### config.mk
export PLATFORM = sky130hd
export DESIGN_NAME = tamr_front
export DESIGN_NICKNAME = d
export VERILOG_FILES = /design/src/rtl/tamr_pkg.sv /design/src/rtl/tamr_front.sv
export SDC_FILE = /design/constraint.sdc
export NUM_CORES = 2
export LEC_CHECK = 0
export BUFFER_PORTS_ARGS = -buffer_cell sky130_fd_sc_hd__buf_2
export CAP_MARGIN = 20
export CORE_MARGIN = 5
export CORE_UTILIZATION = 50
export DETAILED_ROUTE_END_ITERATION = 6
export GPL_TIMING_DRIVEN = 1
export PLACE_DENSITY = 0.67
export REMOVE_ABC_BUFFERS = 1
export SLEW_MARGIN = 10
export SYNTH_ARGS = -nofsm -noshare
export SYNTH_HDL_FRONTEND = slang
export SYNTH_SLANG_ARGS = --single-unit
### constraint.sdc
create_clock -name i_clk -period 11.6 [get_ports i_clk]
set_input_delay 1.16 -clock i_clk [delete_from_list [all_inputs] [get_ports i_clk]]
set_output_delay 1.16 -clock i_clk [all_outputs]
set_load 0.03 [all_outputs]
### src/rtl/tamr_pkg.sv
// Shared types, constants and helpers of the tensor axis min-reduce block.
// No dependencies; every other file of the block imports this package.
`default_nettype none

package tamr_pkg;

    // Sample format and sizes.
    localparam int SW         = 16;
    localparam int MAG_W      = 2 * SW;
    localparam int MAX_STRIDE = 4096;
    localparam int MAX_DIM    = 4096;
    localparam int SIZE_W     = 13;
    localparam int DIM_W      = $clog2(MAX_DIM);
    localparam int AW         = $clog2(MAX_STRIDE);
    localparam int IDX_W      = 3;
    localparam int AXIS_W     = 2;
    localparam int NDIM       = 4;

    // Queue between front and back, and the result queue.
    localparam int Q_DEPTH    = 4;
    localparam int Q_AW       = $clog2(Q_DEPTH);
    localparam int Q_CNT_W    = Q_AW + 1;
    localparam int R_DEPTH    = 4;
    localparam int R_AW       = $clog2(R_DEPTH);
    localparam int R_CNT_W    = R_AW + 1;

    // Register indexes.
    localparam logic [IDX_W-1:0] REG_SIZE_ROWS    = 3'd0;
    localparam logic [IDX_W-1:0] REG_SIZE_COLS    = 3'd1;
    localparam logic [IDX_W-1:0] REG_SIZE_SLICES  = 3'd2;
    localparam logic [IDX_W-1:0] REG_SIZE_HYPER   = 3'd3;
    localparam logic [IDX_W-1:0] REG_REDUCE_AXIS  = 3'd4;
    localparam logic [IDX_W-1:0] REG_COLUMN_MAJOR = 3'd5;
    localparam logic [IDX_W-1:0] REG_COMPLEX_MODE = 3'd6;

    typedef struct packed {
        logic signed [SW-1:0] sample_re;
        logic signed [SW-1:0] sample_im;
    } t_sample;

    typedef struct packed {
        logic signed [SW-1:0] min_re;
        logic signed [SW-1:0] min_im;
        logic                 last_of_tensor;
        logic                 stride_error;
    } t_result;

    // One classified item on its way to the back end.
    typedef struct packed {
        logic [AW-1:0]        addr;
        logic                 first;
        logic                 emit;
        logic                 last;
        logic                 err;
        logic                 cplx;
        logic signed [SW-1:0] re;
        logic signed [SW-1:0] im;
        logic [MAG_W-1:0]     mag;
    } t_job;

    // One partial-minimum entry.
    typedef struct packed {
        logic [MAG_W-1:0]     mag;
        logic signed [SW-1:0] im;
        logic signed [SW-1:0] re;
    } t_entry;

    typedef struct packed {
        logic               empty;
        logic [Q_CNT_W-1:0] count;
    } t_qstat;

    // Zero acts as one, anything above the largest extent is clamped.
    function automatic logic [SIZE_W-1:0] eff_size(input logic [SIZE_W-1:0] v);
        logic [SIZE_W-1:0] res;
        res = v;
        if (v == '0) begin
            res = SIZE_W'(1);
        end else if (v > SIZE_W'(MAX_DIM)) begin
            res = SIZE_W'(MAX_DIM);
        end
        return res;
    endfunction

endpackage

`default_nettype wire

### src/rtl/tamr_front.sv
// Front end: configuration registers, sample intake, squaring and position tracking.
// Depends on tamr_pkg. Feeds classified items into tamr_queue.
`default_nettype none

module tamr_front
    import tamr_pkg::*;
(
    input  wire logic              i_clk,
    input  wire logic              i_rst_n,
    input  wire logic              i_cfg_we,
    input  wire logic [IDX_W-1:0]  i_cfg_idx,
    input  wire logic [SIZE_W-1:0] i_cfg_data,
    input  wire logic              i_push,
    output logic                   o_full,
    input  wire t_sample           i_item,
    input  wire t_qstat            i_q_stat,
    output logic                   o_q_push,
    output t_job                   o_q_job
);

    logic [SIZE_W-1:0] r_size [NDIM];
    logic [AXIS_W-1:0] r_axis;
    logic              r_colmaj;
    logic              r_cplx;
    logic              w_cfg_hit;

    logic [SIZE_W-1:0] w_msize [NDIM];
    logic [DIM_W-1:0]  w_mlast [NDIM];
    logic [AXIS_W-1:0] w_p;
    logic [SIZE_W-1:0] w_f0, w_f1, w_f2;
    logic [2*SIZE_W-1:0] w_pa_full;
    logic [SIZE_W-1:0]   w_pa;
    logic [2*SIZE_W-1:0] w_k;
    logic [SIZE_W-1:0]   r_pa;
    logic                r_err;

    logic                 w_accept;
    logic                 r_s1_v;
    t_sample              r_s1;
    logic signed [MAG_W-1:0] w_sq_re, w_sq_im;
    logic                 r_s2_v;
    t_sample              r_s2;
    logic [MAG_W-1:0]     r_s2_sqre, r_s2_sqim;

    logic [DIM_W-1:0] r_coord [NDIM];
    logic [DIM_W-1:0] n_coord [NDIM];
    logic [AW-1:0]    r_b;
    logic [AW-1:0]    n_b;
    logic [NDIM-1:0]  w_last;
    logic             w_fast_last, w_slow_last, w_axis_last;
    logic             w_carry;
    logic [Q_CNT_W-1:0] w_inflight;

    // Configuration registers; any valid index restarts the tensor.
    assign w_cfg_hit = i_cfg_we && (i_cfg_idx <= REG_COMPLEX_MODE);

    always_ff @(posedge i_clk) begin
        if (!i_rst_n) begin
            for (int j = 0; j < NDIM; j++) begin
                r_size[j] <= SIZE_W'(1);
            end
            r_axis   <= '0;
            r_colmaj <= 1'b1;
            r_cplx   <= 1'b0;
        end else if (i_cfg_we) begin
            case (i_cfg_idx)
                REG_SIZE_ROWS:    r_size[0] <= i_cfg_data;
                REG_SIZE_COLS:    r_size[1] <= i_cfg_data;
                REG_SIZE_SLICES:  r_size[2] <= i_cfg_data;
                REG_SIZE_HYPER:   r_size[3] <= i_cfg_data;
                REG_REDUCE_AXIS:  r_axis    <= i_cfg_data[AXIS_W-1:0];
                REG_COLUMN_MAJOR: r_colmaj  <= i_cfg_data[0];
                REG_COMPLEX_MODE: r_cplx    <= i_cfg_data[0];
                default: ;
            endcase
        end
    end

    // Extents in memory order, fastest first; w_p is the reduced axis in that order.
    always_comb begin
        for (int j = 0; j < NDIM; j++) begin
            w_msize[j] = r_colmaj ? eff_size(r_size[j]) : eff_size(r_size[NDIM-1-j]);
            w_mlast[j] = DIM_W'(w_msize[j] - SIZE_W'(1));
        end
    end

    assign w_p  = r_colmaj ? r_axis : ~r_axis;
    assign w_f0 = (w_p != 2'd0) ? w_msize[0] : SIZE_W'(1);
    assign w_f1 = (w_p >= 2'd2) ? w_msize[1] : SIZE_W'(1);
    assign w_f2 = (w_p == 2'd3) ? w_msize[2] : SIZE_W'(1);

    // Stride check in two registered multiply steps; partial product saturates.
    assign w_pa_full = w_f0 * w_f1;
    assign w_pa = (w_pa_full > (2*SIZE_W)'(MAX_STRIDE)) ? SIZE_W'(MAX_STRIDE + 1)
                                                       : w_pa_full[SIZE_W-1:0];
    assign w_k  = r_pa * w_f2;

    always_ff @(posedge i_clk) begin
        if (!i_rst_n) begin
            r_pa  <= SIZE_W'(1);
            r_err <= 1'b0;
        end else begin
            r_pa  <= w_pa;
            r_err <= w_k > (2*SIZE_W)'(MAX_STRIDE);
        end
    end

    // Credit-based full: queue fill plus items still in the two front stages.
    assign w_inflight = i_q_stat.count + Q_CNT_W'(r_s1_v) + Q_CNT_W'(r_s2_v);
    assign o_full     = w_inflight >= Q_CNT_W'(Q_DEPTH);
    assign w_accept   = i_push && !o_full;

    assign w_sq_re = r_s1.sample_re * r_s1.sample_re;
    assign w_sq_im = r_s1.sample_im * r_s1.sample_im;

    always_ff @(posedge i_clk) begin
        if (!i_rst_n) begin
            r_s1_v <= 1'b0;
            r_s2_v <= 1'b0;
        end else begin
            r_s1_v <= w_accept;
            r_s2_v <= r_s1_v;
        end
    end

    always_ff @(posedge i_clk) begin
        r_s1      <= i_item;
        r_s2      <= r_s1;
        r_s2_sqre <= unsigned'(w_sq_re);
        r_s2_sqim <= unsigned'(w_sq_im);
    end

    // Position tracking: mixed-radix coordinates plus the vector slot within a group.
    always_comb begin
        w_fast_last = 1'b1;
        w_slow_last = 1'b1;
        w_carry     = 1'b1;
        for (int j = 0; j < NDIM; j++) begin
            w_last[j] = (r_coord[j] == w_mlast[j]);
            if (j < int'(w_p)) begin
                w_fast_last = w_fast_last && w_last[j];
            end
            if (j > int'(w_p)) begin
                w_slow_last = w_slow_last && w_last[j];
            end
            n_coord[j] = r_coord[j];
            if (w_carry) begin
                n_coord[j] = w_last[j] ? '0 : r_coord[j] + DIM_W'(1);
            end
            w_carry = w_carry && w_last[j];
        end
        w_axis_last = w_last[w_p];
        n_b         = w_fast_last ? '0 : r_b + AW'(1);
    end

    always_ff @(posedge i_clk) begin
        if (!i_rst_n || w_cfg_hit) begin
            for (int j = 0; j < NDIM; j++) begin
                r_coord[j] <= '0;
            end
            r_b <= '0;
        end else if (r_s2_v && !r_err) begin
            for (int j = 0; j < NDIM; j++) begin
                r_coord[j] <= n_coord[j];
            end
            r_b <= n_b;
        end
    end

    always_comb begin
        o_q_push      = r_s2_v;
        o_q_job.addr  = r_b;
        o_q_job.first = (r_coord[w_p] == '0);
        o_q_job.emit  = w_axis_last;
        o_q_job.last  = w_fast_last && w_axis_last && w_slow_last;
        o_q_job.err   = r_err;
        o_q_job.cplx  = r_cplx;
        o_q_job.re    = r_s2.sample_re;
        o_q_job.im    = r_cplx ? r_s2.sample_im : '0;
        o_q_job.mag   = r_cplx ? (r_s2_sqre + r_s2_sqim) : '0;
    end

endmodule

`default_nettype wire

Yosys cells after proc, flatten, opt, wreduce, memory -nomap -nowiden
Memories as Yosys holds them, arrays and structs flattened.
Index checks and enable logic that the tools add are counted.
{"block": "totals", "ff_bits": 160, "latchBits": 0, "ramBits": 100, "rom_bits": 0, "input_bits": 56, "out_inout_bits": 83, "wordCells": 161, "n_memories": 2}
{"block": "op_classes", "n_addsub": 12, "mul": 4, "div_mod_pow": 0, "n_lt_le_gt_ge": 16, "eq_ne": 11, "shifts": 0, "n_mux": 65, "n_bitwise": 10, "n_reduce_logical": 26}
{"memory": "r_size", "words": 4, "width": 13, "read_ports": 4, "rd_clocked_by_memory_dff": 0, "wr": 4, "line": "tamr_front.sv:21", "text": "logic [SIZE_W-1:0] r_size [NDIM];"}
{"memory": "r_coord", "words": 4, "width": 12, "read_ports": 5, "rd_clocked_by_memory_dff": 0, "wr": 4, "line": "tamr_front.sv:45", "text": "logic [DIM_W-1:0] r_coord [NDIM];"}
{"cell": "two-way mux 13 bit", "n": 19}
{"cell": "two-way mux 12 bit", "n": 13}
{"cell": "multiplier 16 x 16 -> 32 bit", "n": 2}
{"cell": "adder 12 x 1 -> 12 bit, second input constant", "n": 5}
{"cell": "> comparator 13 bit, second input constant", "n": 4}
{"cell": "> comparator 26 x 13 -> 1 bit, second input constant", "n": 2}
{"cell": "zero test 13 bit", "n": 4}
{"cell": "multiplier 13 x 13 -> 26 bit", "n": 2}
{"cell": "== test 12 bit", "n": 4}
{"cell": "subtractor 12 x 1 -> 12 bit, second input constant", "n": 4}
{"cell": "adder 32 bit", "n": 1}
{"cell": "two-way mux 32 bit", "n": 1}
{"cell": "two-way mux 1 bit", "n": 29}
{"cell": "two-way mux 16 bit", "n": 1}
{"cell": "zero test 12 bit", "n": 1}
{"cell": "logical AND 1 bit", "n": 11}
{"cell": "== test 3 bit, second input constant", "n": 3}
{"cell": "OR 1 bit", "n": 8}
{"cell": "adder 3 x 1 -> 3 bit", "n": 2}
{"cell": "== test 3 x 2 -> 1 bit, second input constant", "n": 2}
{"cell": "AND reduction 2 bit", "n": 3}
{"cell": "> comparator 2 bit, first input constant", "n": 2}
{"cell": "less-than comparator 1 x 2 -> 1 bit, first input constant", "n": 2}
{"cell": "== test 3 x 1 -> 1 bit, second input constant", "n": 1}
{"cell": "other kinds (16)", "n": 18}

Logic depth before layout (Yosys ltp)
An unclocked memory read counts as a cell.
{"block": "depth", "word_depth": 14, "depth_mapped": 35, "depth_no_buf": 26}

Worst setup path before layout
Ideal clock, no wire load.
{"block": "synth_timing", "path_type": "register to register", "startpoint": "reg r_colmaj", "endpoint": "reg r_pa[0]", "setup_time_ns": 0.127, "arrival_ns": 8.365, "required_ns": 11.473, "setup_slack_ns": 3.108, "path_stages_with_launch": 34, "n_path_buf": 11, "synth_period_minus_slack_ns": 8.492, "path_cell_list": "dfxtp_1 -> buf_4 -> buf_2 -> buf_4 -> buf_2 -> buf_2 -> buf_2 -> buf_1 -> clkbuf_1 -> and2_1 -> clkbuf_1 -> a22o_1 -> clkbuf_1 -> nand2_1 -> fa_1 -> fa_1 -> inv_1 -> fa_1 -> fa_1 -> inv_1 -> fa_1 -> inv_1 -> ha_1 -> a21o_1 -> a21o_1 -> a21o_1 -> a311oi_1 -> o31ai_1 -> a21o_1 -> a2111oi_0 -> o211ai_1 -> or4_1 -> clkbuf_1 -> or3_1"}
{"block": "synth_between", "elab_chain_len": 6, "elab_cells_between_ends": 10, "cone_classes": "1 x mul; 2 x order compare; 5 x mux; 2 x reduce/logical"}
{"item": "start: declaration", "line": "tamr_front.sv:23", "text": "logic r_colmaj;"}
{"item": "start signal: assignment", "line": "tamr_front.sv:72", "text": "REG_COLUMN_MAJOR: r_colmaj <= i_cfg_data[0];"}
{"item": "two-way mux 2 bit", "line": "tamr_front.sv:87", "text": "assign w_p = r_colmaj ? r_axis : ~r_axis;"}
{"item": "greater-or-equal comparator 2 bit / nonzero test 2 bit (equally long branches)", "line": "tamr_front.sv:89, tamr_front.sv:88"}
{"item": "two-way mux 13 bit (on tied branches)", "line": "tamr_front.sv:89, tamr_front.sv:88"}
{"item": "multiplier 13 x 13 -> 26 bit *", "line": "tamr_front.sv:93", "text": "assign w_pa_full = w_f0 * w_f1;"}
{"item": "> comparator 26 x 13 -> 1 bit", "line": "tamr_front.sv:94", "text": "assign w_pa = (w_pa_full > (2*SIZE_W)'(MAX_STRIDE)) ? SIZE_W'(MAX_STRIDE + 1)"}
{"item": "OR reduction 2 bit (no line)"}
{"item": "end signal: assignment", "line": "tamr_front.sv:103", "text": "r_pa <= w_pa;"}
{"item": "end: declaration", "line": "tamr_front.sv:34", "text": "logic [SIZE_W-1:0] r_pa;"}
Mark *: on every way between the ends. The rest lies on a longest branch, timed or not.
A chain may end at the register's enable or synchronous reset.

==> results.cfg <==
[status]
status = completed

[floorplanning]
chipHeight_um = 299
ios = 139
design.core.area_sq_mm = 0.0824
die-area_sq_mm = 0.0891
dieWidth_um = 299
placementRows = 105
start_util_pct = 50.5

[setup_path]
cp.required_ps = 12060
cp_top_family = compound AO/OA/AOI/OAI gates
start_kind = register
critPathMaxStageDelay_ps = 830
arrival_ps = 9520
critPathKind = reg2reg
cp_common_cell = fa_1
worstPathCellList = clkinv_1, nand2_1, o21ai_0, clkinv_1, nor2_1, fa_1, fa_1, fa_1, fa_1, inv_1, fa_1, inv_1, ha_1, a21o_1, a21o_1, a21o_1, a311oi_1, o31ai_1, a21o_1, a2111oi_0, o211ai_1, or4_1, or3_1
endpoint_kind = register
path_buf_inv = 4
cp_slowest_cell = o21ai_0
worstPathMaxFanout = 17

[routing]
routed_wl_um = 100000
drt_iter0_drc = 1718
via_per_inst = 5.38
drcViolationCount = 0
wl_per_cell_um = 17.5
ant_nets = 0
num_vias = 30766
dr.pass1.iters = 6

[sta]
relSlewSlack_pct = 23.9
finalSetupViolCount = 0
fin_crit_sh_pct = 78.2
tightestPinTransition_ps = 1140
rsz0062_at_grt = false
hold_viol = 0
worst_slack_ps = 2530
final.setup_skew_ps = 27.6
period_needed_ps = 9070
hold_ws_ps = 466
setup_tns_ps = 0
slew_violations = 0
fmax_ghz = 0.110

[clock_tree]
clkTransAtPathRegs_ps = 60
clkLatencyLatePin_ps = 580
ctsResizeCount = 0
clock_path_buffers = 3
cts_buffers = 34
postCtsHoldBufs = 0
cts_tree = done
clock_sinks = 256
clockRootBuffer = clkbuf_16
htree_levels = 2
post_cts_buffers = 0

[logic_synthesis]
ys_ff_latch = 256
synth.area.top_cells = fa_1 (35%), ha_1 (11%), inv_1 (8.9%)
async_reset_ff_share_pct = 0
synth.cell_area_sq_mm = 0.0416
synth_ff_type = dfxtp_1
synth_top_cell_by_area = fa_1
synth_commonest_cells = inv_1 (989), fa_1 (721), nand2_1 (419)
yosysTopAreaCellShare_pct = 34.7
syn_area_per_cell_sq_um = 9.08
ys_warn_count = 0
synth_most_common_cell = inv_1
synth_edf_count = 100
synth_cell_types = 81
synthCells = 4585
seq_area_frac_synth_pct = 14.7

[power]
combPwrFrac_pct = 80.3
power.density_mw_per_mm2 = 280
peakVddDrop_uv = 1020
clkPwrFrac_pct = 8.7
switchingPower_mw = 6.08
p_total_mw = 12.4
seqPwrFrac_pct = 11.0
switching_share_pct = 48.9
p_leak_nw = 21.8
intPower_mw = 6.35

[placement]
routabilityCongestion = 0.954
hpwl_um = 80600
post_dp_cell_area_sq_mm = 0.0432
place_ws_ps = 2690
io_buffer_count = 137

[global_routing]
grt_max_degree = 69
antenna_found_initial = 0
grt_pass1_wl_um = 165000
overflow = 0
grt_pass1_vias = 32247
grt.total_usage_pct = 22.7

[layout]
fin_nets = 5755
drive_gt1_share_pct = 5.59
fill_cells = 7550
antenna_cells = 0
postLayoutCellArea_sq_mm = 0.0443
area_delta_synth_final_pct = 6.47

[worst_hold_path]
hold_class = reg2reg

[flow_run]
drv_cap = 0
## cells in the final DEF (no fill, tap or decap), drive strengths merged, types with 10 or more instances in the layout
cell and count:
inv 991, fa 721, nand2 419, ha 352, nor2 323, and2 233
buf 169, dfxtp 156, xnor2 146, edfxtp 100, a21oi 97, xor2 95
o21ai 92, nand3 55, a21o 50, and3 49, clkbuf 45, nand2b 42
nor3 41, nor2b 38, nor4 36, a31oi 35, nand4 29, o21a 28
mux2i 23, nor3b 20, nand3b 17, or3 17, o211ai 16, clkinv 15
or2 14, o22ai 14, o21bai 12, o31ai 11, a211oi 10
## logic make-up (layout without fill, tap and decap cells)
logic type / after synthesis / count (layout) / synth area share [%]
AO/OA/AOI/OAI: 469 / 469 / 7.60
XOR/XNOR: 241 / 241 / 5.07
adder cells (fa/ha/maj): 1073 / 1073 / 45.3
buffers and inverters: 1157 / 1224 / 10.7
flip-flops: 256 / 256 / 14.7
multiplexers: 27 / 27 / 0.661
AND/OR/NAND/NOR: 1362 / 1362 / 16.0
## final timing paths
check / slack (ps) / to / cells past startpoint / from
hold reg to reg: 470 / o_q_push$_SDFF_PN0_ / 1 / r_s1_v$_SDFF_PN0_
setup / recovery: 2530 / r_pa[0]$_SDFF_PP1_ / 23 / r_size[3][12]$_SDFFCE_PN0P_
hold / removal: 470 / o_q_push$_SDFF_PN0_ / 1 / r_s1_v$_SDFF_PN0_
setup reg to reg: 2530 / r_pa[0]$_SDFF_PP1_ / 23 / r_size[3][12]$_SDFFCE_PN0P_
## routing by layer
metal / global-route usage (%) / vias to the layer above / share of wire (%)
met5: 0 / - / 0
met4: 6.29 / 0 / 2.8
met3: 3.48 / 179 / 6.0
met2: 39.4 / 848 / 49
met1: 29.8 / 15370 / 42
li1: - / 14369 / -
## metrics by stage
stage / instances / util, %
final: 5722 / 53.8
after global routing: 5722 / 53.8
after CTS: 5720 / 53.8
after detailed placement: 5658 / 52.4
after global placement: 5658 / 52.4
after floorplan: 4421 / -
## cell type report
cell class | count | area (sq um) | share of cell area, %
clock inverter | 17 | 175 | 0.395
tap | 1070 | 1340 | 3.02
clock buffer | 45 | 953 | 2.15
timing repair buffer | 169 | 926 | 2.09
inverter | 993 | 3730 | 8.41
sequential | 256 | 6130 | 13.8
multi-input combinational | 3172 | 31100 | 70.1
## worst register-to-register path: cells and delay by family, from the launching register on
| family | cells | cell delay, ps |
|---|---|---|
| and+or+nand+nor | 4 | 1480 |
| adders and majority gates | 6 | 2760 |
| DFF | 1 | 570 |
| buffers and inverters | 4 | 1080 |
| AOI/OAI and AO/OA | 9 | 3070 |
## state kept, by name, summed over array words and instances (netlist names), 2 cells and up
| register | count |
|---|---|
| r_size | 52 |
| r_coord | 48 |
| r_s1 | 32 |
| r_s2_sqim | 31 |
| r_s2_sqre | 31 |
| o_q_job | 15 |
| r_s2 | 15 |
| r_pa | 13 |
| r_b | 12 |
| r_axis | 2 |
## power by group through the flow
stage | registers (mW) | logic, mW | clock network (mW)
5_1_grt | 1.38 | 11.4 | 1.14
2_1_floorplan | 1.35 | 7.78 | 0
4_1_cts | 1.37 | 10.1 | 1.11
6_report | 1.37 | 9.97 | 1.08
3_3_place_gp | 1.39 | 9.90 | 0
3_5_place_dp | 1.39 | 10.0 | 0
Power figures use the tool's default switching activity.
