==> config.mk <==
export PLATFORM = sky130hd
export DESIGN_NAME = tamr_queue
export DESIGN_NICKNAME = d
export VERILOG_FILES = /design/src/rtl/tamr_pkg.sv /design/src/rtl/tamr_queue.sv
export SDC_FILE = /design/constraint.sdc
export NUM_CORES = 1
export LEC_CHECK = 0
export ABC_AREA = 1
export BUFFER_PORTS_ARGS = -buffer_cell sky130_fd_sc_hd__buf_2
export CORE_MARGIN = 8
export CORE_UTILIZATION = 30
export CTS_CLUSTER_SIZE = 20
export DETAILED_ROUTE_END_ITERATION = 10
export PLACE_DENSITY = 0.58
export SLEW_MARGIN = 5
export SYNTH_ARGS = -nofsm -noshare
export SYNTH_HDL_FRONTEND = slang
export SYNTH_SLANG_ARGS = --single-unit
export TNS_END_PERCENT = 50
==> constraint.sdc <==
create_clock -name i_clk -period 3.8 [get_ports i_clk]
set_input_delay 0.76 -clock i_clk [delete_from_list [all_inputs] [get_ports i_clk]]
set_output_delay 0.76 -clock i_clk [all_outputs]
set_load 0.02 [all_outputs]
==> src/rtl/tamr_pkg.sv <==
// Shared types, constants and helpers of the tensor axis min-reduce block.
// No dependencies; every other file of the block imports this package.
`default_nettype none

package tamr_pkg;

    // Sample format and sizes.
    localparam int SW         = 16;
    localparam int MAG_W      = 2 * SW;
    localparam int MAX_STRIDE = 4096;
    localparam int MAX_DIM    = 4096;
    localparam int SIZE_W     = 13;
    localparam int DIM_W      = $clog2(MAX_DIM);
    localparam int AW         = $clog2(MAX_STRIDE);
    localparam int IDX_W      = 3;
    localparam int AXIS_W     = 2;
    localparam int NDIM       = 4;

    // Queue between front and back, and the result queue.
    localparam int Q_DEPTH    = 4;
    localparam int Q_AW       = $clog2(Q_DEPTH);
    localparam int Q_CNT_W    = Q_AW + 1;
    localparam int R_DEPTH    = 4;
    localparam int R_AW       = $clog2(R_DEPTH);
    localparam int R_CNT_W    = R_AW + 1;

    // Register indexes.
    localparam logic [IDX_W-1:0] REG_SIZE_ROWS    = 3'd0;
    localparam logic [IDX_W-1:0] REG_SIZE_COLS    = 3'd1;
    localparam logic [IDX_W-1:0] REG_SIZE_SLICES  = 3'd2;
    localparam logic [IDX_W-1:0] REG_SIZE_HYPER   = 3'd3;
    localparam logic [IDX_W-1:0] REG_REDUCE_AXIS  = 3'd4;
    localparam logic [IDX_W-1:0] REG_COLUMN_MAJOR = 3'd5;
    localparam logic [IDX_W-1:0] REG_COMPLEX_MODE = 3'd6;

    typedef struct packed {
        logic signed [SW-1:0] sample_re;
        logic signed [SW-1:0] sample_im;
    } t_sample;

    typedef struct packed {
        logic signed [SW-1:0] min_re;
        logic signed [SW-1:0] min_im;
        logic                 last_of_tensor;
        logic                 stride_error;
    } t_result;

    // One classified item on its way to the back end.
    typedef struct packed {
        logic [AW-1:0]        addr;
        logic                 first;
        logic                 emit;
        logic                 last;
        logic                 err;
        logic                 cplx;
        logic signed [SW-1:0] re;
        logic signed [SW-1:0] im;
        logic [MAG_W-1:0]     mag;
    } t_job;

    // One partial-minimum entry.
    typedef struct packed {
        logic [MAG_W-1:0]     mag;
        logic signed [SW-1:0] im;
        logic signed [SW-1:0] re;
    } t_entry;

    typedef struct packed {
        logic               empty;
        logic [Q_CNT_W-1:0] count;
    } t_qstat;

    // Zero acts as one, anything above the largest extent is clamped.
    function automatic logic [SIZE_W-1:0] eff_size(input logic [SIZE_W-1:0] v);
        logic [SIZE_W-1:0] res;
        res = v;
        if (v == '0) begin
            res = SIZE_W'(1);
        end else if (v > SIZE_W'(MAX_DIM)) begin
            res = SIZE_W'(MAX_DIM);
        end
        return res;
    endfunction

endpackage

`default_nettype wire

==> src/rtl/tamr_queue.sv <==
// Short queue of classified items between front and back end.
// Depends on tamr_pkg.
`default_nettype none

module tamr_queue
    import tamr_pkg::*;
(
    input  wire logic i_clk,
    input  wire logic i_rst_n,
    input  wire logic i_push,
    input  wire t_job i_job,
    input  wire logic i_pop,
    output t_job      o_job,
    output t_qstat    o_stat
);

    t_job               r_mem [Q_DEPTH];
    logic [Q_AW-1:0]    r_wr, r_rd;
    logic [Q_CNT_W-1:0] r_cnt;

    always_ff @(posedge i_clk) begin
        if (!i_rst_n) begin
            r_wr  <= '0;
            r_rd  <= '0;
            r_cnt <= '0;
        end else begin
            if (i_push) begin
                r_wr <= r_wr + Q_AW'(1);
            end
            if (i_pop) begin
                r_rd <= r_rd + Q_AW'(1);
            end
            r_cnt <= r_cnt + Q_CNT_W'(i_push) - Q_CNT_W'(i_pop);
        end
    end

    always_ff @(posedge i_clk) begin
        if (i_push) begin
            r_mem[r_wr] <= i_job;
        end
    end

    assign o_job        = r_mem[r_rd];
    assign o_stat.empty = (r_cnt == '0);
    assign o_stat.count = r_cnt;

endmodule

`default_nettype wire

## Word-level counts from Yosys, hierarchy flattened

Memory sizes are Yosys's and may differ from the RTL's. A register that Yosys moved wholly into a read port is not among the register bits.
Cells that the tools add are included.
Widths: inputs -> output; s select.

- Bits in registers: 7
- Bits in writable memories: 324
- Bits of input ports: 85
- Output and inout bits: 85
- Word-level logic and storage cells: 13
- Memories: 1

- Add/subtract/negate cells: 4
- Muxes and demuxes: 4
- Reductions and logical operators: 1

Memory list:

| memory | depth | width | read ports | clocked after Yosys merged registers in | wr ports | line | text |
|---|---|---|---|---|---|---|---|
| r_mem | 4 | 81 | 1 | 1 | 1 | tamr_queue.sv:17 | `t_job r_mem [Q_DEPTH];` |

Operator list:

| cell | number |
|---|---|
| $add 2x1->2 const B | 2 |
| $mux 2 | 2 |
| $add 3x1->3 | 1 |
| $logic_not 3->1 | 1 |
| $sub 3x1->3 | 1 |
| $mux 1 | 2 |

## Longest topological paths before layout

Gate-level depths: netlist (run 1).

- Word-level depth: 3
- Mapped depth: 8
- Mapped depth without buffers: 8

## Least setup slack after synthesis (run 1)

Ideal clock, no wire load.

- Path kind: input to register
- Start point: input i_push
- End point: memory r_mem[2][0] (netlist name) (enable)
- Library setup time: 435 ps
- Arrival time: 2363 ps
- Required time: 3365 ps
- Path slack: 1002 ps
- Stages: 2
- Path buffers: 0
- Cells stage by stage: nand2_1 inv_1

- Cells in the longest elaborated chain, start to end: 2

Ends and longest elaborated chain:

| element | line | text |
|---|---|---|
| start, declared | tamr_queue.sv:10 | `input wire logic i_push,` |
| $mux 1 | tamr_queue.sv:38 | `if (i_push) begin` |
| $mux 1 (implied by the code) | tamr_queue.sv:39 | `r_mem[r_wr] <= i_job;` |
| end, declared | tamr_queue.sv:17 |  |

No other way between the ends.

==> results of run 1 <==
[cell usage in the layout (no fill, tap or decap), types with 9 or more instances in the layout]
cell	synthesis	final
a21oi_2	20	20
clkbuf_1	5	10
o211ai_2	81	81
buf_2	14	169
a21oi_1	67	67
nand2_1	164	164
clkbuf_16	0	39
inv_1	177	173
o21ai_0	55	55
buf_4	1	20
edfxtp_1	324	324
o21ai_1	30	30
buf_12	3	9
[power by group through the flow]
stage / clock network [W] / logic (W) / registers, W
4_1_cts: 0.00353 / 0.000953 / 0.00427
6_report: 0.00340 / 0.000926 / 0.00427
3_5_place_dp: 0 / 0.000949 / 0.00435
5_1_grt: 0.00365 / 0.00103 / 0.00429
3_3_place_gp: 0 / 0.000936 / 0.00435
2_1_floorplan: 0 / 0.000628 / 0.00433
[worst paths after layout]
| check | depth (start not counted) | endpoint | from |
|---|---|---|---|
| worst min register to register | 2 | register | r_rd[1] |
| worst max register to register | 5 | r_mem[2][40] | r_wr[0] |
| worst max-delay path | 5 | o_job[11] | register |
| worst min-delay path | 1 | r_mem[3][28] | i_job[28] |
[layer usage]
layer | routed length [microns] | up-vias | global-route usage, %
met1 | 12300 | 3787 | 12.7
met4 | 578 | 4 | 3.13
met2 | 13600 | 159 | 17.6
li1 | - | 3846 | -
met3 | 1720 | 47 | 3.41
met5 | 26 | - | 0
[cell type report]
type | instances | area [sq um] | area share [%]
Inverter | 177 | 674 | 4.11
Tap cell | 600 | 751 | 4.58
Timing Repair Buffer | 198 | 1180 | 7.18
Antenna cell | 1 | 2.50 | 0.0153
Clock buffer | 50 | 1030 | 6.27
Clock inverter | 14 | 119 | 0.725
Multi-Input combinational cell | 435 | 2720 | 16.6
Sequential cell | 333 | 9920 | 60.5
[worst reg2reg max path, stage by stage (launching register included)]
cell	delay, ns
dfxtp_1	0.32
inv_1	0.12
ha_1	0.15
nand2_1	0.08
inv_4	0.49
buf_12	0.39
[state kept, by name, summed over array words and instances, names as in the netlist, named ones only]
signal / cells
r_cnt: 3
r_mem: 324
r_rd: 2
r_wr: 2
[kinds of logic after synthesis]
logic type	count (synthesis)
buf+inv	231
fa+ha+maj	7
compound gates	253
flops	333
simple gates	175
[stage by stage]
step	instances	cell area, sq um
floorplan	999	13800
global placement	1743	15200
detailed placement	1743	15200
CTS	1807	16400
global route	1808	16400
finish	1808	16400
==> run metrics, run 1 <==
status=completed; cts bufs inserted=38; Seq/Total Area, Yosys=71.8%; Post-Syn Area=0.0138 sq mm; Post-synth top flop=edfxtp_1; worst slew pin tran=0.796 ns; layout cell share with drive strength beyond 1=29.8%; Simple-Gate Fraction of Synth Area=4.93%; clk_lat worst skew=0.53 ns; CTS Hold Bufs=0; Power, Total=0.00860 W; initial antenna violation count=3; Setup WS post-layout=0.802 ns; crit path max-delay cell type=dfxtp_4; Antenna Violating Nets Remaining=0; Worst EP required=3.04 ns; Seq cells post-synth=333; power per cell area=524 mW/mm^2; Switching Fraction=24.1%; Max IR drop VDD=0.392 mV; CTS Sinks=333; Max Cap Viol=0; Cell Chain, Critical Path=buf_4 > a21oi_1 > o21ai_0 > nand2_1 > buf_2; internal power=0.00653 W; setup violators final=0; DRC=0; Yosys top cell area share=70.5%; area leader, netlist=edfxtp_1; fmax=334 MHz; Synth Net Count=1091; final period utilization=78.9%; routed len/inst=15.6 microns; synth warn=0; DRT Pass-1 Iters=4; Fill cells=4368; clock power share=39.5%; FF-to-FF setup slack=1.90 ns; Min-Delay Path Class=input port to register; sequential share of power=49.7%; Nets=1275; synth top area cells=edfxtp_1 (71%), o211ai_2 (7.3%), inv_1 (4.8%), nand2_1 (4.5%), a21oi_1 (2.4%); IO Count=170; Die Wd=230 microns; worst-path fanout max=55; final hold slack=0.442 ns; post-synthesis compound-gate area fraction=14.1%; Post-CTS Repair Setup Buffers=0; CP bufs+invs=2; clk slew on worst S/H paths=0.06 ns; Post-synth EDFFs=324; XOR/XNOR Fraction of Synth Area=0%; crit path time final=3.00 ns; RSZ-0062 raised after global routing=no; area of the core=0.0454 sq mm; H-tree levels=2; top cells by count, synth=edfxtp_1 (324), inv_1 (177), nand2_1 (164), o211ai_2 (81), a21oi_1 (67); Setup WS pre-CTS=1.28 ns; setup_tns=0 ns; Root Buffer=clkbuf_16; Initial Utilization=30.4%; max incr delay on CP=0.87 ns; Fin. Hold Viols=0; switching power=0.00207 W; FP Rows=78; routed vias/inst=4.34; CP startpoint kind=register; GRT overflow=0; CTS tree=done; Final Max Slew Viols=0; gpl congestion=0.695; via count=7843; clock tree buffer depth=3; Die H=230 microns; CP delay by family, top=flip-flops; Worst Setup End Kind=primary output; placed wire-length estimate=17.2 mm; Rel. slew slack=47.0%; Post-Syn Area per Cell=13.8 sq um; count leader, synth=edfxtp_1; Cells after Synth=999; post-cts sizing count=0; Setup Skew=0.0138 ns; Crit Path Category=register to primary output; Layout Utilization=36.1%; area grow syn2layout=18.8%; post-synthesis async set-or-reset flop share=0%; P_leak=6.25 nW; largest net degree at the start of global routing=82; Iteration-0 DRC Markers=391; Distinct cells, synth=22; post-synthesis mux area share=0%; Critical Path AT=2.24 ns; global-route wire length before repair=44.1 mm; Tot GR Track Use=10.5%; WL final=28.2 mm; post-synthesis adder-cell area fraction=0.689%; IO buf count=169; combinational share of power=10.8%; Die Area=0.0531 sq mm; main combinational cell family by area after synthesis=compound AO/OA/AOI/OAI gates; vias in the first global route=7950
Power figures use the tool's default switching activity.
==> run 2, diff against run 1 <==
- PLACE_DENSITY: 0.58 -> 0.59
- clock period: 3.8 -> 2.7 ns (I/O delays scaled with it)
==> run 2 against run 1 <==
Compared with the run above: wire length fell by 3.8%; sequential power rose by 40%; register-to-register slack got worse by 0.88 ns; sequential share of layout area fell by 0.98 points; first-iteration DRC count rose by 13%; highest routed layer unchanged; core utilization rose by 0.59 points; cell area rose by 1.6%; worst setup slack got worse by 0.57 ns; combinational power rose by 46%; critical path depth rose by 1; global-route usage fell by 0.49 points; die area did not move.
==> run metrics, run 2 (synthesis gave the netlist of run 1 again) <==
crit path max-delay cell type=dfxtp_4; RSZ-0062 raised after global routing=no; Placed Instances=1744; Max Cap Viol=0; P_leak=6.35 nW; routed len/inst=14.9 microns; highest-count cells in the layout ignoring fill and taps=edfxtp_1 (324), inv_1 (173), buf_2 (169); biggest regs=r_mem: 324 flops, r_cnt: 3 flops; Post-Layout Cell Count=1817; fmax=406 MHz; Initial Utilization=30.4%; Most flops, register=r_mem; status=completed; Nets=1277; Die H=230 microns; post-cts sizing count=0; FP Rows=78; vias in the first global route=7740; Die Wd=230 microns; Critical Path AT=1.92 ns; max incr delay on CP=0.50 ns; worst-path fanout max=34; Fill cells=4342; gpl congestion=0.692; Root Buffer=clkbuf_16; crit-path most repeated cell=buf_12; CP delay by family, top=buffers and inverters; hold path startpoint=i_job[20]; number of flip-flops in the largest register=324; CP bufs+invs=3; Setup Skew=0.00724 ns; Final Max Slew Viols=0; Iteration-0 DRC Markers=440; Worst Setup End Kind=primary output; cts bufs inserted=38; clk_lat worst skew=0.53 ns; placed wire-length estimate=16.8 mm; crit path time final=2.46 ns; WL final=27.1 mm; IO buf count=169; routed vias/inst=4.24; largest net degree at the start of global routing=79; worst slew pin tran=0.641 ns; Crit Path Category=register to primary output; setup_tns=0 ns; Tot GR Track Use=9.98%; setup violators final=0; area of the core=0.0454 sq mm; Layout Utilization=36.7%; area grow syn2layout=20.8%; H-tree levels=2; clk slew on worst S/H paths=0.06 ns; Max IR drop VDD=0.586 mV; CP startpoint kind=register; commonest non-fill, non-tap cell in the layout=edfxtp_1; CTS tree=done; initial antenna violation count=5; final period utilization=91.3%; Antenna Violating Nets Remaining=0; power per cell area=758 mW/mm^2; Rel. slew slack=57.2%; layout cell share with drive strength beyond 1=30.4%; DRT Pass-1 Iters=4; IO Count=170; worst reg2reg startpoint=r_wr[0]; clock tree buffer depth=3; Die Area=0.0531 sq mm; Fin. Hold Viols=0; CTS Sinks=333; DRC=0; via count=7702; Worst EP required=2.16 ns; Min-Delay Path Class=input port to register; GRT overflow=0; Cell Chain, Critical Path=buf_12 > buf_12 > a21oi_1 > o21ai_1 > nand2_1 > buf_2; global-route wire length before repair=42.0 mm
run 2: changes by cell type in the layout (fill, tap and decap cells not counted), sizes merged:
| cell | change |
|---|---|
| clkinvlp | +2 |
| buf | +2 |
| diode | +4 |
| clkbuf | +1 |
| bufinv | +4 |
| clkinv | -4 |
run 2: timing repair:
item | in CTS | in global routing
hold buffers | 0 | 0
buffers inserted | 0 | 1
endpoints found under the setup margin | 0 | 13
run 2: area by class of cell:
class,instances,area (sq um),share of cell area [%]
timing repair buffer,200,1270,7.65
inverter,177,674,4.05
clock inverter,16,234,1.40
multi-input combinational,435,2720,16.3
antenna,5,12.5,0.0751
sequential,333,9920,59.5
clock buffer,51,1070,6.44
tap,600,751,4.51
run 2: final timing paths:
check | endpoint | slack, ns | depth (start not counted)
setup / recovery | o_job[75] | 0.24 | 6
hold reg to reg | register | 0.46 | 2
setup reg to reg | r_mem[0][49] | 1.02 | 5
hold / removal | r_mem[1][20] | 0.22 | 1
run 2: stage by stage:
step | setup WS, ns | power, W | cell area (sq um) | hold WS [ns]
after floorplan | 0.108 | 0.00698 | 13800 | 0.436
after detailed placement | 0.652 | 0.00747 | 15300 | 0.460
final | 0.236 | 0.0126 | 16700 | 0.220
after CTS | 0.0508 | 0.0129 | 16600 | 0.174
after global routing | 0.0873 | 0.0132 | 16600 | 0.186
after global placement | 0.666 | 0.00744 | 15300 | 0.453
run 2: routing by layer:
metal	track usage [%]	vias to the layer above	part of all wire, %	wire (microns)
li1	-	3860	-	-
met1	12.1	3648	44	11900
met2	16.3	150	47	12800
met3	3.30	40	6.6	1790
met4	3.84	4	2.3	619
met5	0	-	0.085	23
run 2: report_power, final:
group          switching (W)  internal, W  total [W]
Sequential         0.0000693      0.00591    0.00598
Clock                0.00194      0.00336    0.00530
Combinational       0.000909     0.000436    0.00135
==> run 3, diff against run 2 <==
- ABC_AREA: 1 -> not set
- PLACE_DENSITY: 0.59 -> 0.6
==> run 3 against run 2 <==
Compared with the run above: worst setup slack got worse by 0.044 ns; synthesized area fell by 12%; cell area fell by 11%; via count fell by 29%; register-to-register slack improved by 0.03 ns; sequential cell count did not move; global-route usage fell by 0.16 points; power fell by 5.4%; final cell count fell by 33%; synthesized cell count fell by 53%; critical endpoint is now o_job[39]; largest cell class unchanged.
==> run metrics, run 3 <==
power per cell area=803 mW/mm^2; initial antenna violation count=0; Post-Syn Area per Cell=26.2 sq um; Nets=759; post-synthesis async set-or-reset flop share=0%; CTS Hold Bufs=0; Die H=218 microns; Reg-to-Reg End=r_cnt[2]; P_leak=4.98 nW; area leader, netlist=edfxtp_1; Setup Skew=0.00969 ns; Critical Path AT=1.97 ns; Layout Utilization=36.8%; Fill cells=3676; Seq/Total Area, Yosys=81.2%; biggest regs=r_mem: 324 flops, r_cnt: 3 flops; status=completed; GRT busiest layer=met2; highest-count cells in the layout ignoring fill and taps=edfxtp_1 (324), buf_2 (169), mux4_2 (81); Post-synth top flop=edfxtp_1; routed len/inst=19.3 microns; IO buf count=169; CTS tree=done; crit path max-delay cell type=mux4_2; DRT Pass-1 Iters=4; CP delay by family, top=multiplexers; global-route met3 utilization=3.26%; fmax=399 MHz; routed vias/inst=4.45; Hold EP=r_mem[2][35]; top cells by count, synth=edfxtp_1 (324), mux4_2 (81), dfxtp_1 (9), buf_12 (8), buf_2 (8); Worst EP required=2.16 ns; Max Cap Viol=0; Die Wd=218 microns; Post-synth EDFFs=324; Most flops, register=r_mem; WL final=23.6 mm; Post-Syn Area=0.0122 sq mm; setup violators final=0; final period utilization=92.9%; Max IR drop VDD=0.589 mV; area of the core=0.0405 sq mm; GR Layer Usage met1=12.7%; combinational share of power=10.8%; Root Buffer=clkbuf_16; Cells after Synth=465; Synth Net Count=557; placed wire-length estimate=13.7 mm; Switching Fraction=23.0%; GR Layer Usage met2=15.6%; GRT overflow=0; global-route wire length before repair=35.5 mm; area grow syn2layout=22.0%; Antenna Violating Nets Remaining=0; area of the multi-input gates=0.00206 sq mm; Final Max Slew Viols=0; Min-Delay Path Class=input port to register; Power, Total=0.0120 W; CP bufs+invs=2; internal power=0.00920 W; vias in the first global route=5996; worst slew pin tran=0.557 ns; Initial Utilization=30.2%; layout cell share with drive strength beyond 1=47.0%; worst reg2reg startpoint=r_cnt[0]; Fin. Hold Viols=0; switching power=0.00275 W; final hold slack=0.218 ns; Iteration-0 DRC Markers=291; largest net degree at the start of global routing=82; count leader, synth=edfxtp_1; Seq. cell area=0.00992 sq mm; crit path time final=2.51 ns; antenna diode count=0; Crit Path Category=register to primary output; clk slew on worst S/H paths=0.06 ns; clock tree buffer depth=3; number of flip-flops in the largest register=324; worst-path fanout max=28; Die Area=0.0474 sq mm; Seq cells post-synth=333; CTS Sinks=333; max incr delay on CP=0.57 ns; synth top area cells=edfxtp_1 (80%), mux4_2 (15%), dfxtp_1 (1.5%), buf_12 (1.3%), ha_1 (0.62%); clk_lat worst skew=0.53 ns; commonest non-fill, non-tap cell in the layout=edfxtp_1; Distinct cells, synth=19; FF-to-FF setup slack=1.05 ns; Tot GR Track Use=9.81%; H-tree levels=2; FP Rows=74; Rel. slew slack=62.9%; hold path cells=1; DRC=0; RSZ-0062 raised after global routing=no; Worst Setup End Kind=primary output; cts bufs inserted=36; sequential share of power=50.2%; hold path startpoint=i_job[35]; Cell Chain, Critical Path=buf_16 > mux4_2 > buf_2; IO Count=170; clock power share=38.9%; gpl congestion=0.642; via count=5450; Yosys top cell area share=79.7%; synth warn=0; R2R depth=7; CP startpoint kind=register
==> run 3: cell count changes in the layout (fill, tap and decap cells not counted), moves of 30 or more <==
| cell | change |
|---|---|
| nand2_1 | -164 |
| o21ai_0 | -55 |
| inv_1 | -166 |
| o211ai_2 | -81 |
| a21oi_1 | -66 |
| mux4_2 | +81 |
| o21ai_1 | -30 |
==> run 3: routing by layer <==
metal | vias to the layer above | share of wire (%)
met1 | 2870 | 43
met4 | 0 | 2.0
li1 | 2404 | -
met3 | 37 | 6.1
met2 | 139 | 49
met5 | - | 0
==> run 3: cell families (layout without fill, tap and decap cells) <==
| family | Yosys count | count (layout) | synth area share (%) |
|---|---|---|---|
| DFF | 333 | 333 | 81.2 |
| muxes | 82 | 82 | 15.0 |
| buffers and inverters | 25 | 254 | 1.98 |
| and+or+nand+nor | 13 | 13 | 0.564 |
| adders and majority gates | 7 | 7 | 0.779 |
| xor gates and xnor gates | 3 | 3 | 0.338 |
| AOI/OAI and AO/OA | 2 | 2 | 0.123 |
==> run 3: power groups by stage <==
stage          Sequential, W  Combinational [W]  Clock (W)
6_report             0.00601            0.00129    0.00465
4_1_cts              0.00601            0.00134    0.00484
2_1_floorplan        0.00612           0.000841          0
3_3_place_gp         0.00611            0.00131          0
3_5_place_dp         0.00612            0.00132          0
5_1_grt              0.00603            0.00140    0.00501
==> run 3: cell type report <==
cell class                      count  area share (%)
Sequential cell                   333            66.6
Multi-Input combinational cell    107            13.9
Timing Repair Buffer              182            7.36
Clock buffer                       42            6.34
Tap cell                          532            4.47
Clock inverter                     23            1.20
Inverter                            7           0.176
==> run 3: worst max-delay path by stage <==
| stage | to | slack, ns | from | cells past startpoint |
|---|---|---|---|---|
| 2_1_floorplan | r_mem[1][0] | -0.17 | i_push | 1 |
| 3_3_place_gp | o_job[39] | 0.59 | register | 3 |
| 3_5_place_dp | o_job[39] | 0.58 | register | 3 |
| 4_1_cts | o_job[39] | 0.11 | register | 3 |
| 5_1_grt | o_job[80] | 0.07 | register | 3 |
| 6_report | o_job[39] | 0.19 | register | 3 |
==> run 3: what timing repair did <==
action,in CTS,in global routing
buffers inserted,2,0
hold endpoints to repair,0,0
endpoints found under the setup margin,12,0
resized for setup,2,0
==> run 3: through the flow <==
| stage | cells | cell area (sq um) | setup TNS, ns | setup WS (ns) |
|---|---|---|---|---|
| after global placement | 1159 | 13700 | 0 | 0.594 |
| after global routing | 1226 | 14900 | 0 | 0.0731 |
| after detailed placement | 1159 | 13700 | 0 | 0.579 |
| final | 1226 | 14900 | 0 | 0.192 |
| after floorplan | 465 | 12200 | -28.10 | -0.173 |
| after CTS | 1226 | 14900 | 0 | 0.114 |
